<file path="src/design/jac_pkg.sv">
// Shared types, widths and constants of the joystick axis conditioner.
package jac_pkg;

    // Field widths
    localparam int ADC_W      = 12;
    localparam int AXIS_W     = 14;
    localparam int DZ_W       = 10;
    localparam int FILT_W     = 20;
    localparam int FRAC_W     = 8;

    // Calibration batch
    localparam int CAL_SAMPLES = 32;
    localparam int CAL_COUNT_W = 6;
    localparam int CAL_SUM_W   = 17;

    // Filter and map constants
    localparam int FULL_SCALE   = 4095;
    localparam int ALPHA_Q8     = 77;
    localparam int RESET_CENTER = 2048;
    localparam logic [FILT_W-1:0] FILT_MAX   = FILT_W'(FULL_SCALE << FRAC_W);
    localparam logic [FILT_W-1:0] FILT_HALF  = FILT_W'(1 << (FRAC_W - 1));
    localparam logic [FILT_W-1:0] FILT_RESET = FILT_W'(RESET_CENTER << FRAC_W);

    // Shared multiplier operand widths
    localparam int MUL_A_W = 22;
    localparam int MUL_B_W = 16;
    localparam int PROD_W  = MUL_A_W + MUL_B_W;

    // Serial divider: the quotient is known to fit in DIV_QUO_W bits
    localparam int DIV_DEN_W = 12;
    localparam int DIV_QUO_W = 14;
    localparam int DIV_NUM_W = DIV_DEN_W + DIV_QUO_W;
    localparam int DIV_CNT_W = $clog2(DIV_QUO_W + 1);

    // Configuration port
    localparam int CFG_IDX_W  = 3;
    localparam int CFG_DATA_W = 14;

    localparam logic [CFG_IDX_W-1:0] CFG_DEADZONE     = 3'd0;
    localparam logic [CFG_IDX_W-1:0] CFG_OUT_LOW      = 3'd1;
    localparam logic [CFG_IDX_W-1:0] CFG_OUT_MID      = 3'd2;
    localparam logic [CFG_IDX_W-1:0] CFG_OUT_HIGH     = 3'd3;
    localparam logic [CFG_IDX_W-1:0] CFG_USE_FIXED    = 3'd4;
    localparam logic [CFG_IDX_W-1:0] CFG_FIXED_CENTER = 3'd5;

    // Register reset values
    localparam logic [DZ_W-1:0]          RST_DEADZONE     = 10'd64;
    localparam logic signed [AXIS_W-1:0] RST_OUT_LOW      = -14'sd4095;
    localparam logic signed [AXIS_W-1:0] RST_OUT_MID      = 14'sd0;
    localparam logic signed [AXIS_W-1:0] RST_OUT_HIGH     = 14'sd4095;
    localparam logic                     RST_USE_FIXED    = 1'b0;
    localparam logic [ADC_W-1:0]         RST_FIXED_CENTER = 12'd2000;

    typedef struct packed {
        logic [DZ_W-1:0]          deadzone;
        logic signed [AXIS_W-1:0] out_low;
        logic signed [AXIS_W-1:0] out_mid;
        logic signed [AXIS_W-1:0] out_high;
        logic                     use_fixed_center;
        logic [ADC_W-1:0]         fixed_center;
    } t_cfg;

endpackage

</file>
<file path="src/design/joystick_axis_conditioner.sv">
// Top level of the joystick axis conditioner: sequencer, filter and map datapath.
//
// Conditions one 12-bit joystick axis. Requests enter on i_in_valid / o_in_stall
// and carry i_operation and i_adc_sample; results leave on o_out_valid /
// i_out_stall as o_axis_value. A channel moves a request at an edge where valid
// is high and stall is low.
// A calibration request (operation 0) adds its sample to a running sum, gives no
// result and keeps the sequencer idle; the request that completes a batch of CAL_SAMPLES
// also loads the rest centre with the truncated average and reloads the filter.
// A read request (operation 1) runs the exponential filter through the shared
// multiplier, then maps the level. Inside the deadzone or past a scale edge the
// result goes straight to the hand-off; otherwise the map takes the multiplier
// once more and the 14-step serial divider. A new request waits until the last
// read is handed off. A finished result sits in the output register; if the
// receiver stalls, the next request is still accepted and runs up to the hand-off,
// where it waits. Configuration writes go through i_cfg_we / i_cfg_index /
// i_cfg_data; the user makes them only while idle, the block does not enforce it.
// Reset (synchronous, active low) restores register defaults, a filter at 2048.0,
// a rest centre of 2048, an empty calibration batch and an empty output.
module joystick_axis_conditioner import jac_pkg::*; (
    input  logic                     i_clk,
    input  logic                     i_rst_n,
    input  logic                     i_in_valid,
    output logic                     o_in_stall,
    input  logic                     i_operation,
    input  logic [ADC_W-1:0]         i_adc_sample,
    output logic                     o_out_valid,
    input  logic                     i_out_stall,
    output logic signed [AXIS_W-1:0] o_axis_value,
    input  logic                     i_cfg_we,
    input  logic [CFG_IDX_W-1:0]     i_cfg_index,
    input  logic [CFG_DATA_W-1:0]    i_cfg_data
);

    // Sequencer states
    localparam logic [3:0] S_IDLE      = 4'd0;
    localparam logic [3:0] S_FILT_DIFF = 4'd1;
    localparam logic [3:0] S_FILT_MUL  = 4'd2;
    localparam logic [3:0] S_FILT_ADD  = 4'd3;
    localparam logic [3:0] S_LEVEL     = 4'd4;
    localparam logic [3:0] S_MAP_SETUP = 4'd5;
    localparam logic [3:0] S_MAP_MUL   = 4'd6;
    localparam logic [3:0] S_DIV_START = 4'd7;
    localparam logic [3:0] S_MAP_DIV   = 4'd8;
    localparam logic [3:0] S_EMIT      = 4'd9;

    t_cfg cfg;

    logic [3:0]                r_state;
    logic [ADC_W-1:0]          r_sample;
    logic [FILT_W-1:0]         r_filt;
    logic [ADC_W-1:0]          r_rest;
    logic [CAL_SUM_W-1:0]      r_sum;
    logic [CAL_COUNT_W-1:0]    r_count;
    logic [ADC_W-1:0]          r_level;
    logic signed [MUL_A_W-1:0] r_mul_a;
    logic signed [MUL_B_W-1:0] r_mul_b;
    logic signed [PROD_W-1:0]  r_prod;
    logic [DIV_DEN_W-1:0]      r_den;
    logic signed [AXIS_W-1:0]  r_base;
    logic                      r_neg;
    logic signed [AXIS_W-1:0]  r_result;
    logic                      r_out_valid;
    logic signed [AXIS_W-1:0]  r_out_value;

    logic                      in_accept;
    logic                      out_free;

    // Calibration
    logic [CAL_SUM_W-1:0]      n_sum;
    logic [CAL_COUNT_W-1:0]    n_count;
    logic [ADC_W-1:0]          cal_avg;

    // Filter
    logic signed [FILT_W:0]    filt_diff;
    logic signed [PROD_W-1:0]  mul_p;
    logic signed [PROD_W-1:0]  prod_shift;
    logic signed [MUL_A_W-1:0] filt_sum;
    logic [FILT_W-1:0]         n_filt;
    logic [FILT_W-1:0]         level_round;

    // Map
    logic [ADC_W-1:0]          centre;
    logic signed [ADC_W:0]     diff_s;
    logic signed [ADC_W:0]     diff_neg;
    logic [ADC_W-1:0]          abs_diff;
    logic                      in_zone;
    logic signed [ADC_W:0]     e_lo;
    logic [ADC_W:0]            e_hi;
    logic                      lo_side;
    logic                      lo_edge;
    logic                      hi_edge;
    logic signed [AXIS_W:0]    dl_lo;
    logic signed [AXIS_W:0]    dl_hi;

    // Divider hook-up
    logic                      div_start;
    logic [DIV_NUM_W-1:0]      div_dividend;
    logic [DIV_DEN_W-1:0]      div_divisor;
    logic                      div_done;
    logic [DIV_QUO_W-1:0]      div_quo;
    logic [PROD_W-1:0]         prod_mag;
    logic signed [AXIS_W:0]    quo_s;
    logic signed [AXIS_W+1:0]  map_sum;

    jac_cfg_regs u_cfg (
        .i_clk       (i_clk),
        .i_rst_n     (i_rst_n),
        .i_cfg_we    (i_cfg_we),
        .i_cfg_index (i_cfg_index),
        .i_cfg_data  (i_cfg_data),
        .o_cfg       (cfg)
    );

    // One input request at a time; the output register decouples the receiver.
    assign o_in_stall = (r_state != S_IDLE);
    assign in_accept  = i_in_valid && !o_in_stall;
    assign out_free   = !r_out_valid || !i_out_stall;

    // Calibration running sum and count; the batch size is a power of two
    assign n_sum   = r_sum + CAL_SUM_W'(i_adc_sample);
    assign n_count = r_count + 1'b1;
    assign cal_avg = ADC_W'(n_sum / CAL_SUM_W'(CAL_SAMPLES));

    // Filter: d = sample.0 - filt, then filt += floor(77 * d / 256), clamped to scale
    assign filt_diff  = $signed({1'b0, r_sample, {FRAC_W{1'b0}}}) - $signed({1'b0, r_filt});
    assign mul_p      = r_mul_a * r_mul_b;
    assign prod_shift = r_prod >>> FRAC_W;
    assign filt_sum   = $signed({2'b00, r_filt}) + prod_shift[MUL_A_W-1:0];

    always_comb begin
        if (filt_sum < 0) begin
            n_filt = '0;
        end else if (filt_sum > $signed({2'b00, FILT_MAX})) begin
            n_filt = FILT_MAX;
        end else begin
            n_filt = filt_sum[FILT_W-1:0];
        end
    end

    // Round half-up to the integer level
    assign level_round = r_filt + FILT_HALF;

    // Map: deadzone test, scale-edge tests and the segment operands
    assign centre   = cfg.use_fixed_center ? cfg.fixed_center : r_rest;
    assign diff_s   = $signed({1'b0, r_level}) - $signed({1'b0, centre});
    assign diff_neg = -diff_s;
    assign abs_diff = diff_s[ADC_W] ? diff_neg[ADC_W-1:0] : diff_s[ADC_W-1:0];
    assign in_zone  = abs_diff < {{(ADC_W-DZ_W){1'b0}}, cfg.deadzone};
    assign lo_side  = diff_s[ADC_W];
    assign e_lo     = $signed({1'b0, centre}) - $signed({{(ADC_W-DZ_W+1){1'b0}}, cfg.deadzone});
    assign e_hi     = {1'b0, centre} + {{(ADC_W-DZ_W+1){1'b0}}, cfg.deadzone};
    assign lo_edge  = e_lo[ADC_W] || (e_lo == '0);
    assign hi_edge  = e_hi >= (ADC_W+1)'(FULL_SCALE);
    assign dl_lo    = {cfg.out_mid[AXIS_W-1], cfg.out_mid} - {cfg.out_low[AXIS_W-1], cfg.out_low};
    assign dl_hi    = {cfg.out_high[AXIS_W-1], cfg.out_high} - {cfg.out_mid[AXIS_W-1], cfg.out_mid};

    // Serial divider: segment scaling
    assign div_start    = (r_state == S_DIV_START);
    assign prod_mag     = r_prod[PROD_W-1] ? PROD_W'(-r_prod) : PROD_W'(r_prod);
    assign div_dividend = prod_mag[DIV_NUM_W-1:0];
    assign div_divisor  = r_den;

    jac_divider u_div (
        .i_clk      (i_clk),
        .i_rst_n    (i_rst_n),
        .i_start    (div_start),
        .i_dividend (div_dividend),
        .i_divisor  (div_divisor),
        .o_done     (div_done),
        .o_quotient (div_quo)
    );

    // Truncate toward zero: divide magnitudes, then restore the sign
    assign quo_s   = r_neg ? -$signed({1'b0, div_quo}) : $signed({1'b0, div_quo});
    assign map_sum = {{2{r_base[AXIS_W-1]}}, r_base} + {quo_s[AXIS_W], quo_s};

    // Sequencer and control state
    always_ff @(posedge i_clk) begin
        if (!i_rst_n) begin
            r_state <= S_IDLE;
            r_filt  <= FILT_RESET;
            r_rest  <= ADC_W'(RESET_CENTER);
            r_sum   <= '0;
            r_count <= '0;
        end else begin
            case (r_state)
                S_IDLE: begin
                    if (in_accept) begin
                        if (i_operation) begin
                            r_state <= S_FILT_DIFF;
                        end else if (n_count >= CAL_COUNT_W'(CAL_SAMPLES)) begin
                            // batch complete: load centre and filter, start a new batch
                            r_rest  <= cal_avg;
                            r_filt  <= {cal_avg, {FRAC_W{1'b0}}};
                            r_sum   <= '0;
                            r_count <= '0;
                        end else begin
                            r_sum   <= n_sum;
                            r_count <= n_count;
                        end
                    end
                end
                S_FILT_DIFF: r_state <= S_FILT_MUL;
                S_FILT_MUL:  r_state <= S_FILT_ADD;
                S_FILT_ADD: begin
                    r_filt  <= n_filt;
                    r_state <= S_LEVEL;
                end
                S_LEVEL: r_state <= S_MAP_SETUP;
                S_MAP_SETUP: begin
                    // short-cut to out_mid inside the deadzone or past a scale edge
                    if (in_zone || (lo_side && lo_edge) || (!lo_side && hi_edge)) begin
                        r_state <= S_EMIT;
                    end else begin
                        r_state <= S_MAP_MUL;
                    end
                end
                S_MAP_MUL:   r_state <= S_DIV_START;
                S_DIV_START: r_state <= S_MAP_DIV;
                S_MAP_DIV: begin
                    if (div_done) begin
                        r_state <= S_EMIT;
                    end
                end
                S_EMIT: begin
                    // hold until the output register can take the result
                    if (out_free) begin
                        r_state <= S_IDLE;
                    end
                end
                default: r_state <= S_IDLE;
            endcase
        end
    end

    // Datapath registers
    always_ff @(posedge i_clk) begin
        if (in_accept) begin
            r_sample <= i_adc_sample;
        end
        case (r_state)
            S_FILT_DIFF: begin
                r_mul_a <= MUL_A_W'(filt_diff);
                r_mul_b <= MUL_B_W'(ALPHA_Q8);
            end
            S_FILT_MUL, S_MAP_MUL: begin
                r_prod <= mul_p;
            end
            S_LEVEL: begin
                r_level <= level_round[FILT_W-1:FRAC_W];
            end
            S_MAP_SETUP: begin
                r_result <= cfg.out_mid;
                if (lo_side) begin
                    r_mul_a <= $signed({{(MUL_A_W-ADC_W){1'b0}}, r_level});
                    r_mul_b <= MUL_B_W'(dl_lo);
                    r_den   <= e_lo[ADC_W-1:0];
                    r_base  <= cfg.out_low;
                end else begin
                    r_mul_a <= $signed({{(MUL_A_W-ADC_W){1'b0}}, r_level - e_hi[ADC_W-1:0]});
                    r_mul_b <= MUL_B_W'(dl_hi);
                    r_den   <= ADC_W'(FULL_SCALE) - e_hi[ADC_W-1:0];
                    r_base  <= cfg.out_mid;
                end
            end
            S_DIV_START: begin
                r_neg <= r_prod[PROD_W-1];
            end
            S_MAP_DIV: begin
                if (div_done) begin
                    r_result <= map_sum[AXIS_W-1:0];
                end
            end
            default: begin
                // hold
            end
        endcase
    end

    // Output register
    always_ff @(posedge i_clk) begin
        if (!i_rst_n) begin
            r_out_valid <= 1'b0;
        end else if (r_state == S_EMIT && out_free) begin
            r_out_valid <= 1'b1;
        end else if (r_out_valid && !i_out_stall) begin
            r_out_valid <= 1'b0;
        end
    end

    always_ff @(posedge i_clk) begin
        if (r_state == S_EMIT && out_free) begin
            r_out_value <= r_result;
        end
    end

    assign o_out_valid  = r_out_valid;
    assign o_axis_value = r_out_value;

    // The divider only finishes while the sequencer waits for it
    a_div_done_waiting: assert property (@(posedge i_clk) disable iff (!i_rst_n)
        div_done |-> (r_state == S_MAP_DIV))
        else $error("divider finished outside a wait state");

    // The filter never leaves the converter scale
    a_filt_in_scale: assert property (@(posedge i_clk) disable iff (!i_rst_n)
        r_filt <= FILT_MAX)
        else $error("filter level beyond full scale");

    // A batch never holds a full count while idle
    a_cal_count: assert property (@(posedge i_clk) disable iff (!i_rst_n)
        (r_state == S_IDLE) |-> (r_count < CAL_COUNT_W'(CAL_SAMPLES)))
        else $error("calibration count not cleared after a full batch");

    // A result handed to a free output register shows up as valid
    a_emit_valid: assert property (@(posedge i_clk) disable iff (!i_rst_n)
        (r_state == S_EMIT && out_free) |=> (r_out_valid && r_state == S_IDLE))
        else $error("result lost at hand-off");

endmodule

</file>
<file path="src/design/jac_cfg_regs.sv">
// Configuration register file of the joystick axis conditioner.
module jac_cfg_regs import jac_pkg::*; (
    input  logic                  i_clk,
    input  logic                  i_rst_n,
    input  logic                  i_cfg_we,
    input  logic [CFG_IDX_W-1:0]  i_cfg_index,
    input  logic [CFG_DATA_W-1:0] i_cfg_data,
    output t_cfg                  o_cfg
);

    t_cfg r_cfg;

    always_ff @(posedge i_clk) begin
        if (!i_rst_n) begin
            r_cfg.deadzone         <= RST_DEADZONE;
            r_cfg.out_low          <= RST_OUT_LOW;
            r_cfg.out_mid          <= RST_OUT_MID;
            r_cfg.out_high         <= RST_OUT_HIGH;
            r_cfg.use_fixed_center <= RST_USE_FIXED;
            r_cfg.fixed_center     <= RST_FIXED_CENTER;
        end else if (i_cfg_we) begin
            case (i_cfg_index)
                CFG_DEADZONE:     r_cfg.deadzone         <= i_cfg_data[DZ_W-1:0];
                CFG_OUT_LOW:      r_cfg.out_low          <= $signed(i_cfg_data[AXIS_W-1:0]);
                CFG_OUT_MID:      r_cfg.out_mid          <= $signed(i_cfg_data[AXIS_W-1:0]);
                CFG_OUT_HIGH:     r_cfg.out_high         <= $signed(i_cfg_data[AXIS_W-1:0]);
                CFG_USE_FIXED:    r_cfg.use_fixed_center <= i_cfg_data[0];
                CFG_FIXED_CENTER: r_cfg.fixed_center     <= i_cfg_data[ADC_W-1:0];
                default: begin
                    // drop writes to unused indexes
                end
            endcase
        end
    end

    assign o_cfg = r_cfg;

endmodule

</file>
<file path="src/design/jac_divider.sv">
// Restoring serial divider, one quotient bit per cycle.
module jac_divider import jac_pkg::*; (
    input  logic                 i_clk,
    input  logic                 i_rst_n,
    input  logic                 i_start,
    input  logic [DIV_NUM_W-1:0] i_dividend,
    input  logic [DIV_DEN_W-1:0] i_divisor,
    output logic                 o_done,
    output logic [DIV_QUO_W-1:0] o_quotient
);

    logic                 r_busy;
    logic                 r_done;
    logic [DIV_CNT_W-1:0] r_cnt;
    logic [DIV_DEN_W-1:0] r_rem;
    logic [DIV_QUO_W-1:0] r_quo;
    logic [DIV_DEN_W-1:0] r_den;

    logic [DIV_DEN_W:0]   trial;
    logic [DIV_DEN_W:0]   trial_sub;
    logic                 take;

    // The caller guarantees the upper dividend bits start below the divisor.
    assign trial     = {r_rem, r_quo[DIV_QUO_W-1]};
    assign take      = trial >= {1'b0, r_den};
    assign trial_sub = trial - {1'b0, r_den};

    always_ff @(posedge i_clk) begin
        if (!i_rst_n) begin
            r_busy <= 1'b0;
            r_done <= 1'b0;
            r_cnt  <= '0;
        end else begin
            r_done <= 1'b0;
            if (i_start) begin
                r_busy <= 1'b1;
                r_cnt  <= DIV_CNT_W'(DIV_QUO_W);
            end else if (r_busy) begin
                r_cnt <= r_cnt - 1'b1;
                if (r_cnt == DIV_CNT_W'(1)) begin
                    r_busy <= 1'b0;
                    r_done <= 1'b1;
                end
            end
        end
    end

    always_ff @(posedge i_clk) begin
        if (i_start) begin
            r_rem <= i_dividend[DIV_NUM_W-1 -: DIV_DEN_W];
            r_quo <= i_dividend[DIV_QUO_W-1:0];
            r_den <= i_divisor;
        end else if (r_busy) begin
            r_rem <= take ? trial_sub[DIV_DEN_W-1:0] : trial[DIV_DEN_W-1:0];
            r_quo <= {r_quo[DIV_QUO_W-2:0], take};
        end
    end

    assign o_done     = r_done;
    assign o_quotient = r_quo;

endmodule
</file>
<file path="config.mk">
export PLATFORM = sky130hd
export DESIGN_NAME = joystick_axis_conditioner
export DESIGN_NICKNAME = d
export VERILOG_FILES = /design/src/design/jac_pkg.sv /design/src/design/joystick_axis_conditioner.sv /design/src/design/jac_cfg_regs.sv /design/src/design/jac_divider.sv
export SDC_FILE = /design/constraint.sdc
export NUM_CORES = 2
export LEC_CHECK = 0
export BUFFER_PORTS_ARGS = -buffer_cell sky130_fd_sc_hd__buf_2
export CORE_MARGIN = 10
export CORE_UTILIZATION = 25
export CTS_BUF_LIST = sky130_fd_sc_hd__clkbuf_16
export DETAILED_ROUTE_END_ITERATION = 6
export REMOVE_ABC_BUFFERS = 1
export SLEW_MARGIN = 10
export SYNTH_ARGS = -nofsm -noshare
export SYNTH_HDL_FRONTEND = slang
export SYNTH_HIERARCHICAL = 1
export SYNTH_SLANG_ARGS = --single-unit
</file>
<file path="constraint.sdc">
create_clock -name i_clk -period 8.9 [get_ports i_clk]
set_clock_uncertainty 0.1 [all_clocks]
set_input_delay 0.445 -clock i_clk [delete_from_list [all_inputs] [get_ports i_clk]]
set_output_delay 0.445 -clock i_clk [all_outputs]
set_load 0.02 [all_outputs]
</file>
-- Word-level counts from Yosys, hierarchy flattened
Index checks and enable logic that the tools add are counted.
- eq/ne operators: 21
- multipliers: 1
- add/sub/neg operators: 18
- multiplexer cells: 39
- reduce and logical (&&, ||, !) cells: 36
- bitwise gates (word level): 3
- $lt $le $gt $ge: 6
- operators with widths (kind ; count):
    two-way mux 20 bit ; 5
    two-way mux 12 bit ; 7
    two-way mux 14 bit ; 5
    one-hot mux 22 bit (2 select lines) ; 1
    one-hot mux 20 bit (2 select lines) ; 1
    one-hot mux 4 bit (10 select lines) ; 1
    multiplier 22 x 16 -> 38 bit ; 1
    one-hot mux 16 bit (2 select lines) ; 1
    subtractor 14 x 14 -> 15 bit ; 2
    two-way mux 4 bit ; 7
    one-hot mux 14 bit (2 select lines) ; 1
    two-way mux 26 bit ; 1
    negation 26 bit ; 1
    subtractor 12 bit ; 2
    adder 20 x 22 -> 22 bit ; 1
    > comparator 22 x 21 -> 1 bit, second input constant ; 1
    less-than comparator 22 x 1 -> 1 bit, second input constant ; 1
    subtractor 20 x 20 -> 21 bit ; 1
    adder 20 x 8 -> 20 bit, second input constant ; 1
    adder 17 x 12 -> 17 bit ; 1
    two-way mux 17 bit ; 1
    == test 4 x 3 -> 1 bit, second input constant ; 4
    two-way mux 16 bit ; 1
    adder 14 bit ; 1
    other kinds (36) ; 75
- register bits: 324
- input bits: 35

-- Logic depth before layout (Yosys ltp)
- word-level depth: 9
- depth in mapped cells: 26
- mapped depth without buffers: 25

-- Cells and area by module
The synthesis kept the hierarchy.
- by module, submodules not included (module ; cells an instance ; area an instance (um2) ; sequential area each (um2) ; times used):
    joystick_axis_conditioner ; 3010 ; 27241.1 ; 5585.4 ; 1
    jac_cfg_regs ; 247 ; 2551.2 ; 1301.2 ; 1
    jac_divider ; 219 ; 2508.7 ; 1261.2 ; 1

-- Least setup slack after synthesis
OpenSTA, ideal clock, no wires.
- path kind: register to register
- from: reg r_mul_a[11]
- to: reg r_prod[28] (data pin)
- path buffers: 1
- period minus slack after synthesis: 6.409 ns
- required time: 8.538 ns
- setup time: 0.262 ns
- cell stages (with the launch flop): 23
- data arrival time: 6.047 ns
- path slack: 2.491 ns
- cell sequence: edfxtp_1 -> clkbuf_1 -> nand2_1 -> fa_1 -> inv_1 -> fa_1 -> fa_1 -> fa_1 -> fa_1 -> inv_1 -> fa_1 -> inv_1 -> ha_1 -> or2_2 -> a21o_1 -> a21oi_1 -> a21oi_1 -> nand2_1 -> nand2_1 -> and4_1 -> a2111oi_0 -> a21oi_1 -> xor2_1
- cells in the longest elaborated chain, start to end: 1
- ends and longest elaborated chain (what ; line ; text):
    from (decl) ; joystick_axis_conditioner.sv:56 ; logic signed [MUL_A_W-1:0] r_mul_a;
    from (signal assigned) ; joystick_axis_conditioner.sv:244 ; r_mul_a <= MUL_A_W'(filt_diff);
    from (signal assigned) ; joystick_axis_conditioner.sv:256 ; r_mul_a <= $signed({{(MUL_A_W-ADC_W){1'b0}}, r_level});
    from (signal assigned) ; joystick_axis_conditioner.sv:261 ; r_mul_a <= $signed({{(MUL_A_W-ADC_W){1'b0}}, r_level - e_hi[ADC_W-1:0]});
    multiplier 22 x 16 -> 38 bit ; joystick_axis_conditioner.sv:127 ; assign mul_p = r_mul_a * r_mul_b;
    named net mul_p[28] ; joystick_axis_conditioner.sv:76 ; logic signed [PROD_W-1:0] mul_p;
    to (signal assigned) ; joystick_axis_conditioner.sv:248 ; r_prod <= mul_p;
    to (decl) ; joystick_axis_conditioner.sv:58 ; logic signed [PROD_W-1:0] r_prod;
The timed path passes the listed nets, and every way through them passes these cells.
A chain may end at the register's enable or synchronous reset.

-- Final worst setup path
- from: reg r_mul_a[8]
- to: reg r_prod[28] (data pin)
The elaborated chain is that of the path after synthesis.

==> results.yml <==
clock_network:
  cts_buffers: 36
  cts-root-buf: "clkbuf_16"
  post-cts-setup-buffer-count: 0
  clockBufferDepth: 3
  ctsResizeCount: 0
  cts_tree: "done"
  ctsHoldBuffers: 0
  clkTransAtPathRegs_ns: 0.06
  cts.sinks: 315
  htree_levels: 2
  clk_latency_ns: 0.53
place:
  dp_slack_ns: 1.542
  post-dp-hpwl_um: 67680
  port_buffers: 50
  routabilityCongestion: 0.8655
critical_path:
  required_ns: 9.08
  arrival_ns: 7.53
  critPathCaptureType: "flip-flop"
  worstPathMaxFanout: 16
  start_kind: "flip-flop"
  critical_path_class: "reg2reg"
yosys:
  ys_seq_area_share_pct: 25.22
  synth-main-ff-cell: "edfxtp_1"
  syn-cell-area_mm2: 0.03230
  synth_async_sr_flop_share_pct: 0
  synth_seq_cells: 315
  syn_inst: 3476
  synth_warnings: 6
  syn_area_per_cell_um2: 9.293
  synth.distinct_cells: 87
  synth_edf_count: 184
hold_path:
  min_path_type: "in2reg"
global_routing:
  grt_pass1_vias: 24400
  antenna_found_initial: 1
  grt_max_degree: 98
  grt_usage_pct: 11.86
  grt_pass1_wl_um: 136600
  grt_overflow: 0
layout:
  final_common_cell: "inv_1"
  finish.utilization_pct: 27.79
  syn_to_final_growth_pct: 10.13
  post_route_cells_drive_above_1_share_pct: 5.330
  fill_cells: 13590
  diodes: 0
  multiInputGateArea_mm2: 0.02172
  layout.nets: 4096
  seqCellArea_mm2: 0.008148
  final_cell_mix: "inv_1 (524), nand2_1 (433), fa_1 (348)"
drt:
  vias_per_cell: 4.591
  vias: 23960
  wl_per_cell_um: 16.33
  drtAntennaViolNets: 0
  drc: 0
  totalWireLength_um: 85240
  drt-initial-drc-count: 1396
  drtPass1Iterations: 5
sta:
  fin_crit_ns: 7.350
  slew_viol_final: 0
  max_freq_mhz: 136.1
  post-route-period-util_pct: 82.58
  slew_headroom_pct: 25.41
  worst_slack_ns: 1.550
  rsz0062_at_grt: "false"
  worstMarginPinSlew_ns: 1.119
  setup_viol: 0
  finalHoldViolCount: 0
floorplan:
  rows: 131
  start_util_pct: 25.23
  coreArea_mm2: 0.1280
  pin_count: 51
  die_h_um: 379.5
  dieArea_mm2: 0.1440
  fp.dieW_um: 379.5
status:
  outcome: "complete, no violations"
flow_run:
  maxCapViolations: 0
routing by layer:
| metal | vias up | part of all wire [%] | GRT usage, % |
|---|---|---|---|
| li1 | 11440 | - | - |
| met1 | 11860 | 45 | 15.91 |
| met2 | 554 | 48 | 20.30 |
| met3 | 102 | 4.5 | 1.119 |
| met4 | 0 | 2.3 | 3.058 |
| met5 | - | 0 | 0 |
sequential cells by signal (all words and copies together), names as in the netlist, 14 cells and up:
name	cells
r_mul_b	15
r_base	14
o_axis_value	14
u_div/o_quotient	14
r_mul_a	21
r_result	14
r_sum	17
r_prod	31
r_filt	20
u_cfg/o_cfg	65
worst paths after layout:
path / startpoint / depth (start not counted) / to / slack (ns)
max reg2reg: r_mul_a[8] / 21 / r_prod[28] / 1.55
min: i_adc_sample[2] / 1 / r_sample[2] / 0.04
max: r_mul_a[8] / 21 / r_prod[28] / 1.55
min reg2reg: div_divisor[5] / 0 / u_div/r_den[5] / 0.30
logic make-up (layout without fill, tap and decap cells):
group / Yosys count / in the layout / synth area share (%)
adders and majority gates: 597 / 597 / 31.21
xor gates and xnor gates: 218 / 218 / 5.911
muxes: 107 / 107 / 3.393
buffers and inverters: 644 / 658 / 7.635
DFF: 315 / 315 / 25.22
AOI/OAI and AO/OA: 557 / 557 / 11.14
and+or+nand+nor: 1038 / 1038 / 15.49
synth_stat cells (16+ instances only):
cell      instances  area share [%]
and3_1           19            0.37
nor3_1           48            0.74
a21o_1           49             1.1
a31oi_1          20            0.39
mux2_2           20            0.70
a21oi_1         168             2.6
xnor2_1         161             4.4
inv_1           517             6.0
and2_1          127             2.5
dfxtp_1         131             8.1
nor2b_1          60             1.2
nand3_1          45            0.70
edfxtp_1        184              17
or3_1            25            0.48
o21a_1           18            0.42
fa_1            348              22
xor2_1           57             1.5
ha_1            249             9.6
a211oi_1         27            0.63
o21bai_1         16            0.37
mux2i_1          87             2.7
nor2_1          164             1.9
o21ai_0         119             1.8
nand2b_1         32            0.62
nand2_1         433             5.0
clkbuf_1        105             1.2
o31ai_1          23            0.53
worst max-delay path, stage by stage, from the launching register on:
cell and delay [ns]:
edfxtp_1 0.87, nand2_1 0.20, fa_1 0.58, inv_1 0.05, fa_1 0.45, fa_1 0.50, fa_1 0.52, fa_1 0.51
inv_1 0.05, fa_1 0.48, inv_1 0.05, ha_1 0.30, or2_2 0.32, a21o_1 0.18, a21oi_1 0.13, a21oi_1 0.07
nand2_1 0.09, nand2_1 0.13, and4_1 0.22, a2111oi_0 0.87, a21oi_1 0.19, xor2_1 0.18
cell type report:
class                           instances  area share [%]
Tap cell                             1729           6.082
Clock buffer                           37           2.603
Timing Repair Buffer                   76           1.259
Inverter                              518           5.466
Clock inverter                         27          0.6296
Multi-Input combinational cell       2517           61.06
Sequential cell                       315           22.91
through the flow:
stage                     area, µm²  TNS (ns)  instances  hold slack (ns)
after global routing          35570         0       5219          0.02899
after detailed placement      34420         0       5155           0.3045
after global placement        34420         0       5155           0.3027
final                         35570         0       5219          0.03963
after floorplan               31780    -4.815       3350           0.3003
after CTS                     35570         0       5219          0.01453
Power is not shown: default switching activity piles up to over one toggle a cycle in this logic, so the estimate is an artifact.
